$ cat src/rtl/ats_pkg.sv
package ats_pkg;

  // Width of the running byte offset; outputs carry its low 16 bits
  localparam int unsigned POS_W   = 16;
  // Width of the token offset, length and line fields
  localparam int unsigned FLD_W   = 16;
  localparam int unsigned MAX_TOK = 3;
  localparam int unsigned CNT_W   = $clog2(MAX_TOK + 1);
  localparam int unsigned IDX_W   = $clog2(MAX_TOK);
  localparam logic [FLD_W-1:0] FLD_MAX = {FLD_W{1'b1}};

  // Character codes
  localparam logic [7:0] CH_EOT = 8'h00;
  localparam logic [7:0] CH_TAB = 8'h09;
  localparam logic [7:0] CH_LF  = 8'h0A;
  localparam logic [7:0] CH_CR  = 8'h0D;
  localparam logic [7:0] CH_SP  = 8'h20;
  localparam logic [7:0] CH_DOT = 8'h2E;

  // Keyword slots in the match vector
  localparam int unsigned KW_SET  = 0;
  localparam int unsigned KW_JUMP = 1;
  localparam int unsigned KW_MUL  = 2;
  localparam int unsigned KW_NUM  = 3;

  typedef logic [POS_W-1:0] pos_t;
  typedef logic [FLD_W-1:0] fld_t;

  typedef enum logic [2:0] {
    MODE_IDLE    = 3'd0,
    MODE_INT     = 3'd1,
    MODE_INT_DOT = 3'd2,
    MODE_DEC     = 3'd3,
    MODE_WORD    = 3'd4
  } mode_e;

  typedef enum logic [2:0] {
    KIND_INT  = 3'd0,
    KIND_DEC  = 3'd1,
    KIND_SET  = 3'd2,
    KIND_JUMP = 3'd3,
    KIND_MUL  = 3'd4,
    KIND_ERR  = 3'd5
  } kind_e;

  typedef struct packed {
    kind_e kind;
    fld_t  start;
    fld_t  length;
    fld_t  line;
  } tok_t;

  // Tokens caused by one byte, in output order, and how many are valid
  typedef struct packed {
    tok_t [MAX_TOK-1:0] tok;
    logic [CNT_W-1:0]   cnt;
  } tok_grp_t;

  function automatic logic is_digit(input logic [7:0] c);
    return (c >= "0") && (c <= "9");
  endfunction

  function automatic logic is_letter(input logic [7:0] c);
    return ((c >= "a") && (c <= "z")) || ((c >= "A") && (c <= "Z"));
  endfunction

  function automatic fld_t kw_len(input int unsigned k);
    fld_t l;
    case (k)
      KW_JUMP: l = fld_t'(4);
      default: l = fld_t'(3);
    endcase
    return l;
  endfunction

  function automatic kind_e kw_kind(input int unsigned k);
    kind_e r;
    case (k)
      KW_SET:  r = KIND_SET;
      KW_JUMP: r = KIND_JUMP;
      default: r = KIND_MUL;
    endcase
    return r;
  endfunction

  // True when keyword k has character c at offset idx
  function automatic logic kw_char_ok(input int unsigned k, input fld_t idx,
                                      input logic [7:0] c);
    logic ok;
    case (k)
      KW_SET:  ok = (idx == fld_t'(0) && c == "s") || (idx == fld_t'(1) && c == "e") ||
                    (idx == fld_t'(2) && c == "t");
      KW_JUMP: ok = (idx == fld_t'(0) && c == "j") || (idx == fld_t'(1) && c == "u") ||
                    (idx == fld_t'(2) && c == "m") || (idx == fld_t'(3) && c == "p");
      default: ok = (idx == fld_t'(0) && c == "m") || (idx == fld_t'(1) && c == "u") ||
                    (idx == fld_t'(2) && c == "l");
    endcase
    return ok;
  endfunction

  function automatic fld_t sat_add(input fld_t a, input logic [1:0] b);
    logic [FLD_W:0] s;
    s = {1'b0, a} + {{(FLD_W-1){1'b0}}, b};
    return s[FLD_W] ? FLD_MAX : s[FLD_W-1:0];
  endfunction

  function automatic tok_t mk_tok(input kind_e kind, input pos_t start, input fld_t len,
                                  input fld_t line);
    tok_t t;
    t.kind   = kind;
    t.start  = fld_t'(start);
    t.length = len;
    t.line   = line;
    return t;
  endfunction

endpackage

$ cat src/rtl/ats_scan.sv
module ats_scan
  import ats_pkg::*;
(
  input  logic       clk_i,
  input  logic       rst_ni,
  input  logic [7:0] ch_i,
  input  logic       adv_i,
  output tok_grp_t   grp_o
);

  mode_e        mode_q, mode_d;
  pos_t         pos_q, pos_d;
  pos_t         start_q, start_d;
  fld_t         len_q, len_d;
  fld_t         line_q, line_d;
  logic [KW_NUM-1:0] kw_q, kw_d;

  // Next scanner state and the tokens this byte produces
  always_comb begin
    logic             consumed;
    logic [CNT_W-1:0] n;
    kind_e            wkind;
    logic [KW_NUM-1:0] kw_trk;

    mode_d   = mode_q;
    pos_d    = pos_q;
    start_d  = start_q;
    len_d    = len_q;
    line_d   = line_q;
    kw_d     = kw_q;
    consumed = 1'b0;
    n        = '0;
    wkind    = KIND_ERR;
    for (int i = 0; i < MAX_TOK; i++) begin
      grp_o.tok[i] = mk_tok(KIND_INT, '0, '0, '0);
    end

    // Keyword tracking against the current character offset
    for (int unsigned k = 0; k < KW_NUM; k++) begin
      kw_trk[k] = kw_q[k] && (len_q < kw_len(k)) && kw_char_ok(k, len_q, ch_i);
    end
    for (int unsigned k = 0; k < KW_NUM; k++) begin
      if (kw_q[k] && len_q == kw_len(k)) wkind = kw_kind(k);
    end

    // Extend the lexeme in progress
    case (mode_q)
      MODE_INT: begin
        if (is_digit(ch_i)) begin
          len_d    = sat_add(len_q, 2'd1);
          consumed = 1'b1;
        end else if (ch_i == CH_DOT) begin
          mode_d   = MODE_INT_DOT;
          consumed = 1'b1;
        end
      end
      MODE_INT_DOT: begin
        if (is_digit(ch_i)) begin
          mode_d   = MODE_DEC;
          len_d    = sat_add(len_q, 2'd2);
          consumed = 1'b1;
        end
      end
      MODE_DEC: begin
        if (is_digit(ch_i)) begin
          len_d    = sat_add(len_q, 2'd1);
          consumed = 1'b1;
        end
      end
      MODE_WORD: begin
        if (is_digit(ch_i) || is_letter(ch_i)) begin
          kw_d     = kw_trk;
          len_d    = sat_add(len_q, 2'd1);
          consumed = 1'b1;
        end
      end
      default: ;
    endcase

    if (!consumed) begin
      // Close out the pending lexeme
      case (mode_q)
        MODE_INT: begin
          grp_o.tok[0] = mk_tok(KIND_INT, start_q, len_q, line_q);
          n = CNT_W'(1);
        end
        MODE_INT_DOT: begin
          grp_o.tok[0] = mk_tok(KIND_INT, start_q, len_q, line_q);
          grp_o.tok[1] = mk_tok(KIND_ERR, pos_t'(start_q + pos_t'(len_q)),
                                fld_t'(1), line_q);
          n = CNT_W'(2);
        end
        MODE_DEC: begin
          grp_o.tok[0] = mk_tok(KIND_DEC, start_q, len_q, line_q);
          n = CNT_W'(1);
        end
        MODE_WORD: begin
          grp_o.tok[0] = mk_tok(wkind, start_q, len_q, line_q);
          n = CNT_W'(1);
        end
        default: ;
      endcase
      mode_d = MODE_IDLE;
      len_d  = '0;
      kw_d   = '0;
      pos_d  = pos_t'(pos_q + pos_t'(1));

      // Start of a new lexeme, or a single-byte outcome
      if (ch_i == CH_EOT) begin
        pos_d  = '0;
        line_d = fld_t'(1);
      end else if (ch_i == CH_LF) begin
        if (line_q != FLD_MAX) line_d = fld_t'(line_q + fld_t'(1));
      end else if (ch_i == CH_SP || ch_i == CH_CR || ch_i == CH_TAB) begin
        // whitespace
      end else if (is_digit(ch_i)) begin
        mode_d  = MODE_INT;
        start_d = pos_q;
        len_d   = fld_t'(1);
      end else if (is_letter(ch_i)) begin
        mode_d  = MODE_WORD;
        start_d = pos_q;
        len_d   = fld_t'(1);
        for (int unsigned k = 0; k < KW_NUM; k++) begin
          kw_d[k] = kw_char_ok(k, '0, ch_i);
        end
      end else begin
        grp_o.tok[n[IDX_W-1:0]] = mk_tok(KIND_ERR, pos_q, fld_t'(1), line_q);
        n = CNT_W'(n + CNT_W'(1));
      end
    end else begin
      pos_d = pos_t'(pos_q + pos_t'(1));
    end

    grp_o.cnt = n;
  end

  // Scanner state
  always_ff @(posedge clk_i or negedge rst_ni) begin
    if (!rst_ni) begin
      mode_q  <= MODE_IDLE;
      pos_q   <= '0;
      start_q <= '0;
      len_q   <= '0;
      line_q  <= fld_t'(1);
      kw_q    <= '0;
    end else if (adv_i) begin
      mode_q  <= mode_d;
      pos_q   <= pos_d;
      start_q <= start_d;
      len_q   <= len_d;
      line_q  <= line_d;
      kw_q    <= kw_d;
    end
  end

endmodule

$ cat src/rtl/ats_tok_buf.sv
module ats_tok_buf
  import ats_pkg::*;
(
  input  logic        clk_i,
  input  logic        rst_ni,
  input  logic        load_i,
  input  tok_grp_t    grp_i,
  output logic        free_o,
  output logic        m_axis_tvalid_o,
  input  logic        m_axis_tready_i,
  output logic [47:0] m_axis_tdata_o,   // token_start, token_length, token_line
  output logic [2:0]  m_axis_tuser_o,   // token_kind
  output logic        m_axis_tlast_o    // is_last
);

  tok_grp_t         grp_q;
  logic [CNT_W-1:0] cnt_q;
  logic [IDX_W-1:0] rd_q;
  tok_t             head;
  logic             pop;

  assign head   = grp_q.tok[rd_q];
  assign pop    = m_axis_tvalid_o && m_axis_tready_i;
  // A new group may enter once the last token held is leaving
  assign free_o = (cnt_q == '0) || (cnt_q == CNT_W'(1) && m_axis_tready_i);

  assign m_axis_tvalid_o = (cnt_q != '0);
  assign m_axis_tdata_o  = {head.line, head.length, head.start};
  assign m_axis_tuser_o  = head.kind;
  assign m_axis_tlast_o  = (cnt_q == CNT_W'(1));

  // Token payload
  always_ff @(posedge clk_i) begin
    if (load_i && grp_i.cnt != '0) grp_q <= grp_i;
  end

  // Remaining count and read slot
  always_ff @(posedge clk_i or negedge rst_ni) begin
    if (!rst_ni) begin
      cnt_q <= '0;
      rd_q  <= '0;
    end else if (load_i && grp_i.cnt != '0) begin
      cnt_q <= grp_i.cnt;
      rd_q  <= '0;
    end else if (pop) begin
      cnt_q <= CNT_W'(cnt_q - CNT_W'(1));
      rd_q  <= IDX_W'(rd_q + IDX_W'(1));
    end
  end

endmodule

$ cat src/rtl/assembly_token_scanner_top.sv
// Streaming scanner for assembly source text. Bytes enter on the slave
// stream one per cycle unless stalled; byte 0 ends a text and resets the
// offset and line counters for the next one. Each byte is held in an input
// register, scanned by combinational logic, and the zero to three tokens it
// causes are registered in a token buffer that presents them one per cycle
// while the master stream is ready, tlast marking the last token of that
// byte. The buffer takes a new byte's tokens once its last token is leaving,
// so the input takes one byte per cycle as long as each byte causes at most
// one token and the master stream is ready, and stalls otherwise; a byte
// that causes no token passes even while the buffer is busy. Token offsets
// wrap at 2^16; lengths and line numbers saturate at 65535.
module assembly_token_scanner_top
  import ats_pkg::*;
(
  input  logic        clk_i,
  input  logic        rst_ni,
  input  logic        s_axis_tvalid_i,
  output logic        s_axis_tready_o,
  input  logic [7:0]  s_axis_tdata_i,   // ch
  output logic        m_axis_tvalid_o,
  input  logic        m_axis_tready_i,
  output logic [47:0] m_axis_tdata_o,   // token_start, token_length, token_line
  output logic [2:0]  m_axis_tuser_o,   // token_kind
  output logic        m_axis_tlast_o    // is_last
);

  logic [7:0] ch_q;
  logic       vld_q;
  logic       adv;
  logic       free;
  tok_grp_t   grp;

  // Scan the held byte when its tokens have room
  assign adv             = vld_q && (grp.cnt == '0 || free);
  assign s_axis_tready_o = !vld_q || adv;

  // Input register
  always_ff @(posedge clk_i) begin
    if (s_axis_tvalid_i && s_axis_tready_o) ch_q <= s_axis_tdata_i;
  end

  always_ff @(posedge clk_i or negedge rst_ni) begin
    if (!rst_ni) begin
      vld_q <= 1'b0;
    end else if (s_axis_tready_o) begin
      vld_q <= s_axis_tvalid_i;
    end
  end

  ats_scan u_scan (
    .clk_i  (clk_i),
    .rst_ni (rst_ni),
    .ch_i   (ch_q),
    .adv_i  (adv),
    .grp_o  (grp)
  );

  ats_tok_buf u_tok_buf (
    .clk_i           (clk_i),
    .rst_ni          (rst_ni),
    .load_i          (adv),
    .grp_i           (grp),
    .free_o          (free),
    .m_axis_tvalid_o (m_axis_tvalid_o),
    .m_axis_tready_i (m_axis_tready_i),
    .m_axis_tdata_o  (m_axis_tdata_o),
    .m_axis_tuser_o  (m_axis_tuser_o),
    .m_axis_tlast_o  (m_axis_tlast_o)
  );

endmodule
$ cat config.mk
export PLATFORM = sky130hd
export DESIGN_NAME = assembly_token_scanner_top
export DESIGN_NICKNAME = d
export VERILOG_FILES = /design/src/rtl/ats_pkg.sv /design/src/rtl/ats_scan.sv /design/src/rtl/ats_tok_buf.sv /design/src/rtl/assembly_token_scanner_top.sv
export SDC_FILE = /design/constraint.sdc
export NUM_CORES = 1
export LEC_CHECK = 0
export BUFFER_PORTS_ARGS = -buffer_cell sky130_fd_sc_hd__buf_2
export CAP_MARGIN = 25
export CELL_PAD_IN_SITES_DETAIL_PLACEMENT = 0
export CELL_PAD_IN_SITES_GLOBAL_PLACEMENT = 1
export CORE_ASPECT_RATIO = 1.5
export CORE_MARGIN = 2
export CORE_UTILIZATION = 43
export DETAILED_ROUTE_END_ITERATION = 10
export PLACE_DENSITY = 0.68
export SLEW_MARGIN = 10
export SYNTH_ARGS = -nofsm -noshare
export SYNTH_HDL_FRONTEND = slang
export SYNTH_HIERARCHICAL = 1
export SYNTH_SLANG_ARGS = --single-unit
$ cat constraint.sdc
create_clock -name clk_i -period 8.23 [get_ports clk_i]
set_input_delay 1.2345 -clock clk_i [delete_from_list [all_inputs] [get_ports clk_i]]
set_output_delay 1.2345 -clock clk_i [all_outputs]
set_load 0.005 [all_outputs]
==> summary.txt, run 1 <==
Run status
  • Status: finished, final reports clean

Timing
  • Final period utilization: 67.0%
  • Clk_skew: 0.0393 ns
  • Relative slew margins: 29.2%
  • Final setup vio count: 0
  • RSZ-0062 raised after global routing: false
  • Final Critical Period: about 5.5 ns
  • Final hold viol count: 0
  • Max frequency: 181 MHz
  • Min Hold Slack: ~0.53 ns
  • Worst setup margin: 2.72 ns
  • Worst Tran Pin Value: around 1.1 ns
  • Setup TNS: 0 ns
  • Final Max Slew Viols: 0

Critical path
  • Crit start category: flop
  • Worst flop-to-flop path startpoint: ch_q[0]$_DFFE_PP_
  • CP required: 8.65 ns
  • Worst r2r path cells: 14
  • CP arrival: 5.93 ns
  • Peak fanout along the critical path: 21
  • Max stage delay on crit path: between 0.6 and 0.7 ns
  • Cells along the critical path: or4b_4 -> or3_4 -> a21oi_4 -> a21o_1 -> nor2_1 -> o21ba_2 -> nor2b_1 -> buf_4 -> nor3b_1 -> nand4_1 -> a31oi_1 -> nor3b_1 -> xnor2_1 -> nor2_1
  • Crit. End Element: flop
  • WS Path Type: flop to flop
  • Slowest CP cell: or4b_4
  • CP Capture Point: u_scan/line_q[13]$_DFFE_PN0P_
  • Flop-to-flop setup slack: 2.72 ns
  • Setup crit start: ch_q[0]$_DFFE_PP_
  • R2r endpoint: u_scan/line_q[13]$_DFFE_PN0P_

Route
  • WL per Instance: just under 20 um
  • Via count: slightly below 9k
  • Drt initial violations: 447
  • First-pass detailed-route iteration total: 5
  • Via density: 5.42
  • Post-DRT Antenna Nets: 0
  • Routed wire length: roughly 32 mm
  • DRC violations left: 0

Global route
  • Final global-route overflow total: 0
  • Largest net degree at the start of global routing: 69
  • Initial antenna violation count: 0
  • Total GRT Usage: 20.7%
  • Vias in the first global route: just under 9k
  • First-pass GRT wire length: 49.5 mm

Cells and area
  • Syn-to-layout area delta: 9.51%
  • N_diodes: 0
  • Commonest non-fill, non-tap cell in the layout: edfxtp_1
  • Share of layout cells above drive strength 1: 12.5%
  • Fin util: a little under half
  • Most frequent cells in the layout: edfxtp_1, nand2_1, and2_1, nor2_1, dfrtp_1
  • Cell area after layout: 13,900 sq um
  • Fin nets: 1,250
  • Finished Layout Cells: approximately 1.6k

Yosys
  • Post-synth top flop: edfxtp_1
  • Asr flop ratio synth: 31.8%
  • Seq/Total Area, Yosys: 52.8%
  • Cell Area, Synth: 12,700 sq um
  • Syn avg cell area: between 10 and 15 sq um
  • #FFs+latches synth: 236
  • Number of library cell types mapped by synthesis: 81
  • Synth Warn #: 6
  • Synth Instances: 1,174
  • EDFF count, synth: 161

CTS
  • CTS resizes: 0
  • # H-tree levels: 1
  • CTS root buffer: clkbuf_16
  • Post-CTS setup buffer count: 0
  • Clk slew on worst S/H paths: 0.06 ns
  • CTS tree: done
  • Post-CTS Hold Fix Bufs: 0
  • Clock Tree Buf Depth: 3
  • Clock sinks: 236
  • Clock latency on the worst-skew pair: 0.54 ns
  • Number of CTS-inserted buffers: 24

Power and ir drop
  • Overall power: about 5 mW
  • Pint: 3.19 mW
  • Peak VDD IR: 0.000228 V
  • Clock power share: approximately a fifth
  • Sw frac: between 30% and 40%
  • Sequential share of power: 42.7%
  • Sw power: 1.88 mW
  • P per Cell Area: between 300 and 400 nW/um^2
  • Share of total power in combinational logic: 36.1%
  • Lkg Pwr: 5.43 nW

Floorplan
  • Starting density of the core: 43.4%
  • Die W: 144 um
  • Std-Cell Rows: 77
  • I/O pin count: 66
  • Core area: 29,300 sq um
  • DIE HEIGHT: 215 um
  • Die area: about 31,000 sq um

Placement
  • Pre-CTS setup slack: 2.79 ns
  • Port bufs: 65
  • Placed cell area: 13,200 sq um
  • GP Congestion: between 0.8 and 0.9
  • Inst Count DP: 1,578
  • Hpwl dp: 21.8 mm

Hold path
  • Worst hold path type: flop to flop

Run
  • Max-capacitance violation count: 0
[layer usage]
layer	vias up	GRT usage (%)	wire length [um]
met2	177	37.5	16500
met4	0	6.63	895
met5	-	0	0
met3	62	2.37	1140
li1	4288	-	-
met1	4270	25.5	13100
[cells by family (layout without fill, tap and decap cells)]
| kind of cell | count (synthesis) | in the layout | share of synthesized area, % |
|---|---|---|---|
| simple gates | 438 | 438 | 18.0 |
| flops | 236 | 236 | 52.8 |
| compound gates | 230 | 230 | 11.3 |
| buf+inv | 119 | 141 | 5.57 |
| mux | 91 | 91 | 7.36 |
| xor+xnor | 30 | 30 | 2.07 |
| fa+ha+maj | 29 | 29 | 2.91 |
| other cells | 1 | 32 | 0.0295 |
[power by group through the flow]
| stage | clock [mW] | combinational [mW] | sequential [mW] |
|---|---|---|---|
| floorplan | 0 | 1.32 | 2.14 |
| global placement | 0 | 1.84 | 2.18 |
| detailed placement | 0 | 1.87 | 2.19 |
| CTS | 1.10 | 1.88 | 2.17 |
| global route | 1.15 | 2.05 | 2.22 |
| finish | 1.07 | 1.83 | 2.17 |
[critical path: cells and delay by family (launching register included)]
family          cells  cell delay [ns]
simple gates        8             2.50
xor+xnor            1             0.15
compound gates      4             1.85
flops               1             0.60
buf+inv             1             0.29
[synthesized netlist by cell type, types with 11 or more instances]
cell type    n  share of area, %
a21oi_1     51               2.0
and2_1      81               4.0
and3_1      17              0.84
buf_2       11              0.43
buf_4       44               2.6
clkbuf_1    38               1.1
dfrtp_1     74                15
edfxtp_1   161                38
ha_1        28               2.8
inv_1       15              0.44
mux2i_1     71               5.6
nand2_1    123               3.6
nand3_1     20              0.79
nand4_1     16              0.79
nor2_1      79               2.3
nor3_1      19              0.75
o21ai_0     46               1.8
o21ai_1     50               2.0
or3_1       18              0.89
xnor2_1     11              0.76
xor2_1      19               1.3
[area by class of cell]
cell class,count,area [sq um]
repair buffers,80,452
clock buffers,29,641
multi-input cells,850,5430
fillers,2772,15400
clock inverters,15,131
flip-flops and latches,236,6720
inverters,17,63.8
well taps,395,494
[flip-flops by register name, summed over array words and instances (netlist names)]
register and count:
u_scan/line_q 16, u_tok_buf/rd_q 2, u_scan/start_q 16, vld_q 1
u_tok_buf/cnt_q 2, u_scan/len_q 16, u_scan/pos_q 16, ch_q 8
u_scan/mode_q 3, u_scan/kw_q 3, u_tok_buf/grp_q 153
[worst min-delay path by stage]
stage	start	to	slack, ns	cells after the start
global placement	vld_q$_DFFE_PN0P_	vld_q$_DFFE_PN0P_	0.50	1
floorplan	u_scan/kw_q[1]$_DFFE_PN0P_	u_scan/kw_q[1]$_DFFE_PN0P_	0.49	2
finish	u_scan/start_q[12]$_DFFE_PN0P_	u_scan/start_q[12]$_DFFE_PN0P_	0.53	1
CTS	vld_q$_DFFE_PN0P_	vld_q$_DFFE_PN0P_	0.53	1
global route	vld_q$_DFFE_PN0P_	vld_q$_DFFE_PN0P_	0.54	1
detailed placement	vld_q$_DFFE_PN0P_	vld_q$_DFFE_PN0P_	0.51	1
Power figures use the tool's default switching activity.
==> inputs of run 2 (changes only) <==
==> constraint.sdc (replaced) <==
create_clock -name clk_i -period 5.7 [get_ports clk_i]
set_input_delay 0.855 -clock clk_i [delete_from_list [all_inputs] [get_ports clk_i]]
set_output_delay 0.855 -clock clk_i [all_outputs]
set_load 0.005 [all_outputs]
==> summary.txt, run 2 (synthesis results as in run 1) <==
Timing
  • RSZ-0062 raised after global routing: false (unchanged)
  • Final period utilization: 83.7% (was 67.0%)
  • Max frequency: 209 MHz (was 181 MHz)
  • Clk_skew: 0.0350 ns (was 0.0393 ns)
  • Worst Tran Pin Value: 1.02 ns (was 1.05 ns)
  • Final hold viol count: 0 (unchanged)
  • Final Max Slew Viols: 0 (unchanged)
  • Final setup vio count: 0 (unchanged)
  • Relative slew margins: 31.4% (was 29.2%)
  • Min Hold Slack: 0.297 ns (was 0.530 ns)
  • Setup TNS: 0 ns (unchanged)
  • Final Critical Period: 4.77 ns (was 5.51 ns)

Floorplan
  • DIE HEIGHT: 215 um (unchanged)
  • Starting density of the core: 43.4% (unchanged)
  • Die area: 31,000 sq um (unchanged)
  • Std-Cell Rows: 77 (unchanged)
  • Core area: 29,300 sq um (unchanged)
  • Die W: 144 um (unchanged)
  • I/O pin count: 66 (unchanged)

CTS
  • Clock sinks: 236 (unchanged)
  • CTS root buffer: clkbuf_16 (unchanged)
  • Clock latency on the worst-skew pair: 0.54 ns (about the same)
  • CTS resizes: 0 (unchanged)
  • Clk slew on worst S/H paths: 0.07 ns (was 0.06 ns)
  • # H-tree levels: 1 (unchanged)
  • Number of CTS-inserted buffers: 23 (was 24)
  • Post-CTS setup buffer count: 0 (unchanged)
  • CTS tree: done (unchanged)
  • Clock Tree Buf Depth: 3 (unchanged)
  • Post-CTS Hold Fix Bufs: 0 (unchanged)

Cells and area
  • Max reg flops: 153 (unchanged)
  • Most flops, register: u_tok_buf/grp_q (unchanged)
  • Cell area after layout: 14,100 sq um (was 13,900 sq um)
  • Most frequent cells in the layout: edfxtp_1, nand2_1, and2_1, nor2_1, dfrtp_1 (unchanged)
  • Fin nets: 1,255 (was 1,250)
  • Fin util: 48.0% (was 47.5%)
  • Commonest non-fill, non-tap cell in the layout: edfxtp_1 (unchanged)
  • N_diodes: 0 (unchanged)
  • Filler cells: 2,742 (was 2,772)
  • Share of layout cells above drive strength 1: 12.8% (was 12.5%)
  • Syn-to-layout area delta: 10.6% (was 9.51%)

Global route
  • Final global-route overflow total: 0 (unchanged)
  • Vias in the first global route: 8,649 (was 8,726)
  • Total GRT Usage: 20.7% (about the same)
  • Initial antenna violation count: 0 (unchanged)
  • First-pass GRT wire length: 49.3 mm (was 49.5 mm)
  • Largest net degree at the start of global routing: 54 (was 69)

Placement
  • Port bufs: 65 (unchanged)
  • Placed cell area: 13,200 sq um (about the same)
  • Hpwl dp: 22.0 mm (was 21.8 mm)
  • GP Congestion: 0.898 (was 0.882)

Critical path
  • CP Capture Point: u_scan/line_q[6]$_DFFE_PN0P_ (was u_scan/line_q[13]$_DFFE_PN0P_)
  • Flop-to-flop setup slack: 0.93 ns (was 2.72 ns)
  • Peak fanout along the critical path: 20 (was 21)
  • Worst flop-to-flop path startpoint: ch_q[0]$_DFFE_PP_ (unchanged)
  • CP arrival: 5.23 ns (was 5.93 ns)
  • CP required: 6.16 ns (was 8.65 ns)
  • Setup crit start: ch_q[0]$_DFFE_PP_ (unchanged)
  • Crit start category: flop (unchanged)
  • Worst r2r path cells: 13 (was 14)
  • Crit. End Element: flop (unchanged)
  • WS Path Type: flop to flop (unchanged)
  • R2r endpoint: u_scan/line_q[6]$_DFFE_PN0P_ (was u_scan/line_q[13]$_DFFE_PN0P_)

Run
  • Max-capacitance violation count: 0 (unchanged)

Route
  • First-pass detailed-route iteration total: 5 (unchanged)
  • Via count: 8,898 (was 8,797)
  • WL per Instance: 19.6 um (was 19.5 um)
  • Via density: 5.47 (was 5.42)
  • Routed wire length: 31.9 mm (was 31.7 mm)
  • DRC violations left: 0 (unchanged)
  • Post-DRT Antenna Nets: 0 (unchanged)
  • Drt initial violations: 499 (was 447)

Hold path
  • Worst hold path type: input pin to asynchronous set/reset pin (was flop to flop)

Power and ir drop
  • Peak VDD IR: 0.000290 V (was 0.000228 V)
  • P per Cell Area: 533 nW/um^2 (was 364 nW/um^2)
  • Lkg Pwr: 5.48 nW (was 5.43 nW)

Run status
  • Status: finished, final reports clean (unchanged)
==> run 2: per-stage QoR <==
step,std cells,setup WS (ns),power (mW)
finish,1626,0.927,7.49
CTS,1625,0.974,7.60
global route,1626,0.591,7.97
global placement,1578,1.08,5.85
floorplan,1205,0.681,4.92
detailed placement,1583,0.993,5.94
==> run 2: worst min-delay path by stage <==
stage	endpoint	from	depth (start not counted)	slack (ns)
2_1_floorplan	u_scan/kw_q[1]$_DFFE_PN0P_	u_scan/kw_q[1]$_DFFE_PN0P_	2	0.49
3_3_place_gp	vld_q$_DFFE_PN0P_	vld_q$_DFFE_PN0P_	1	0.50
3_5_place_dp	vld_q$_DFFE_PN0P_	vld_q$_DFFE_PN0P_	1	0.52
4_1_cts	u_scan/line_q[14]$_DFFE_PN0P_	rst_ni	1	0.30
5_1_grt	u_scan/line_q[14]$_DFFE_PN0P_	rst_ni	1	0.32
6_report	u_scan/line_q[5]$_DFFE_PN0P_	rst_ni	1	0.30
==> run 2: metal layers <==
metal	global-route usage, %	part of all wire (%)	up-vias
li1	-	-	4286
met1	26.3	41	4370
met2	37.3	53	197
met3	1.90	3.9	45
met4	5.40	2.2	0
met5	0	0	-
==> run 2: worst max-delay path, stage by stage, from the launching register on <==
cell	delay, ns
edfxtp_1	0.60
or4b_4	0.64
or3_4	0.36
a21oi_4	0.42
a21o_1	0.33
nor2_1	0.15
o21ba_2	0.25
nor2b_1	0.11
buf_4	0.25
nor3b_1	0.49
and3_1	0.30
o2111ai_1	0.25
or3_1	0.39
a21oi_1	0.15
==> run 2: area by class of cell <==
cell class | count | area (sq um) | area share [%]
clock inverters | 11 | 190 | 1.35
repair buffers | 86 | 553 | 3.93
well taps | 395 | 494 | 3.51
multi-input cells | 850 | 5430 | 38.6
inverters | 17 | 63.8 | 0.454
flip-flops and latches | 236 | 6720 | 47.8
clock buffers | 31 | 616 | 4.38
==> run 2: power by group <==
part / internal (mW) / total (mW) / switching, mW
clock network: 0.988 / 1.63 / 0.645
registers: 2.75 / 3.13 / 0.376
logic: 1.01 / 2.73 / 1.72
total: 4.75 / 7.49 / 2.74
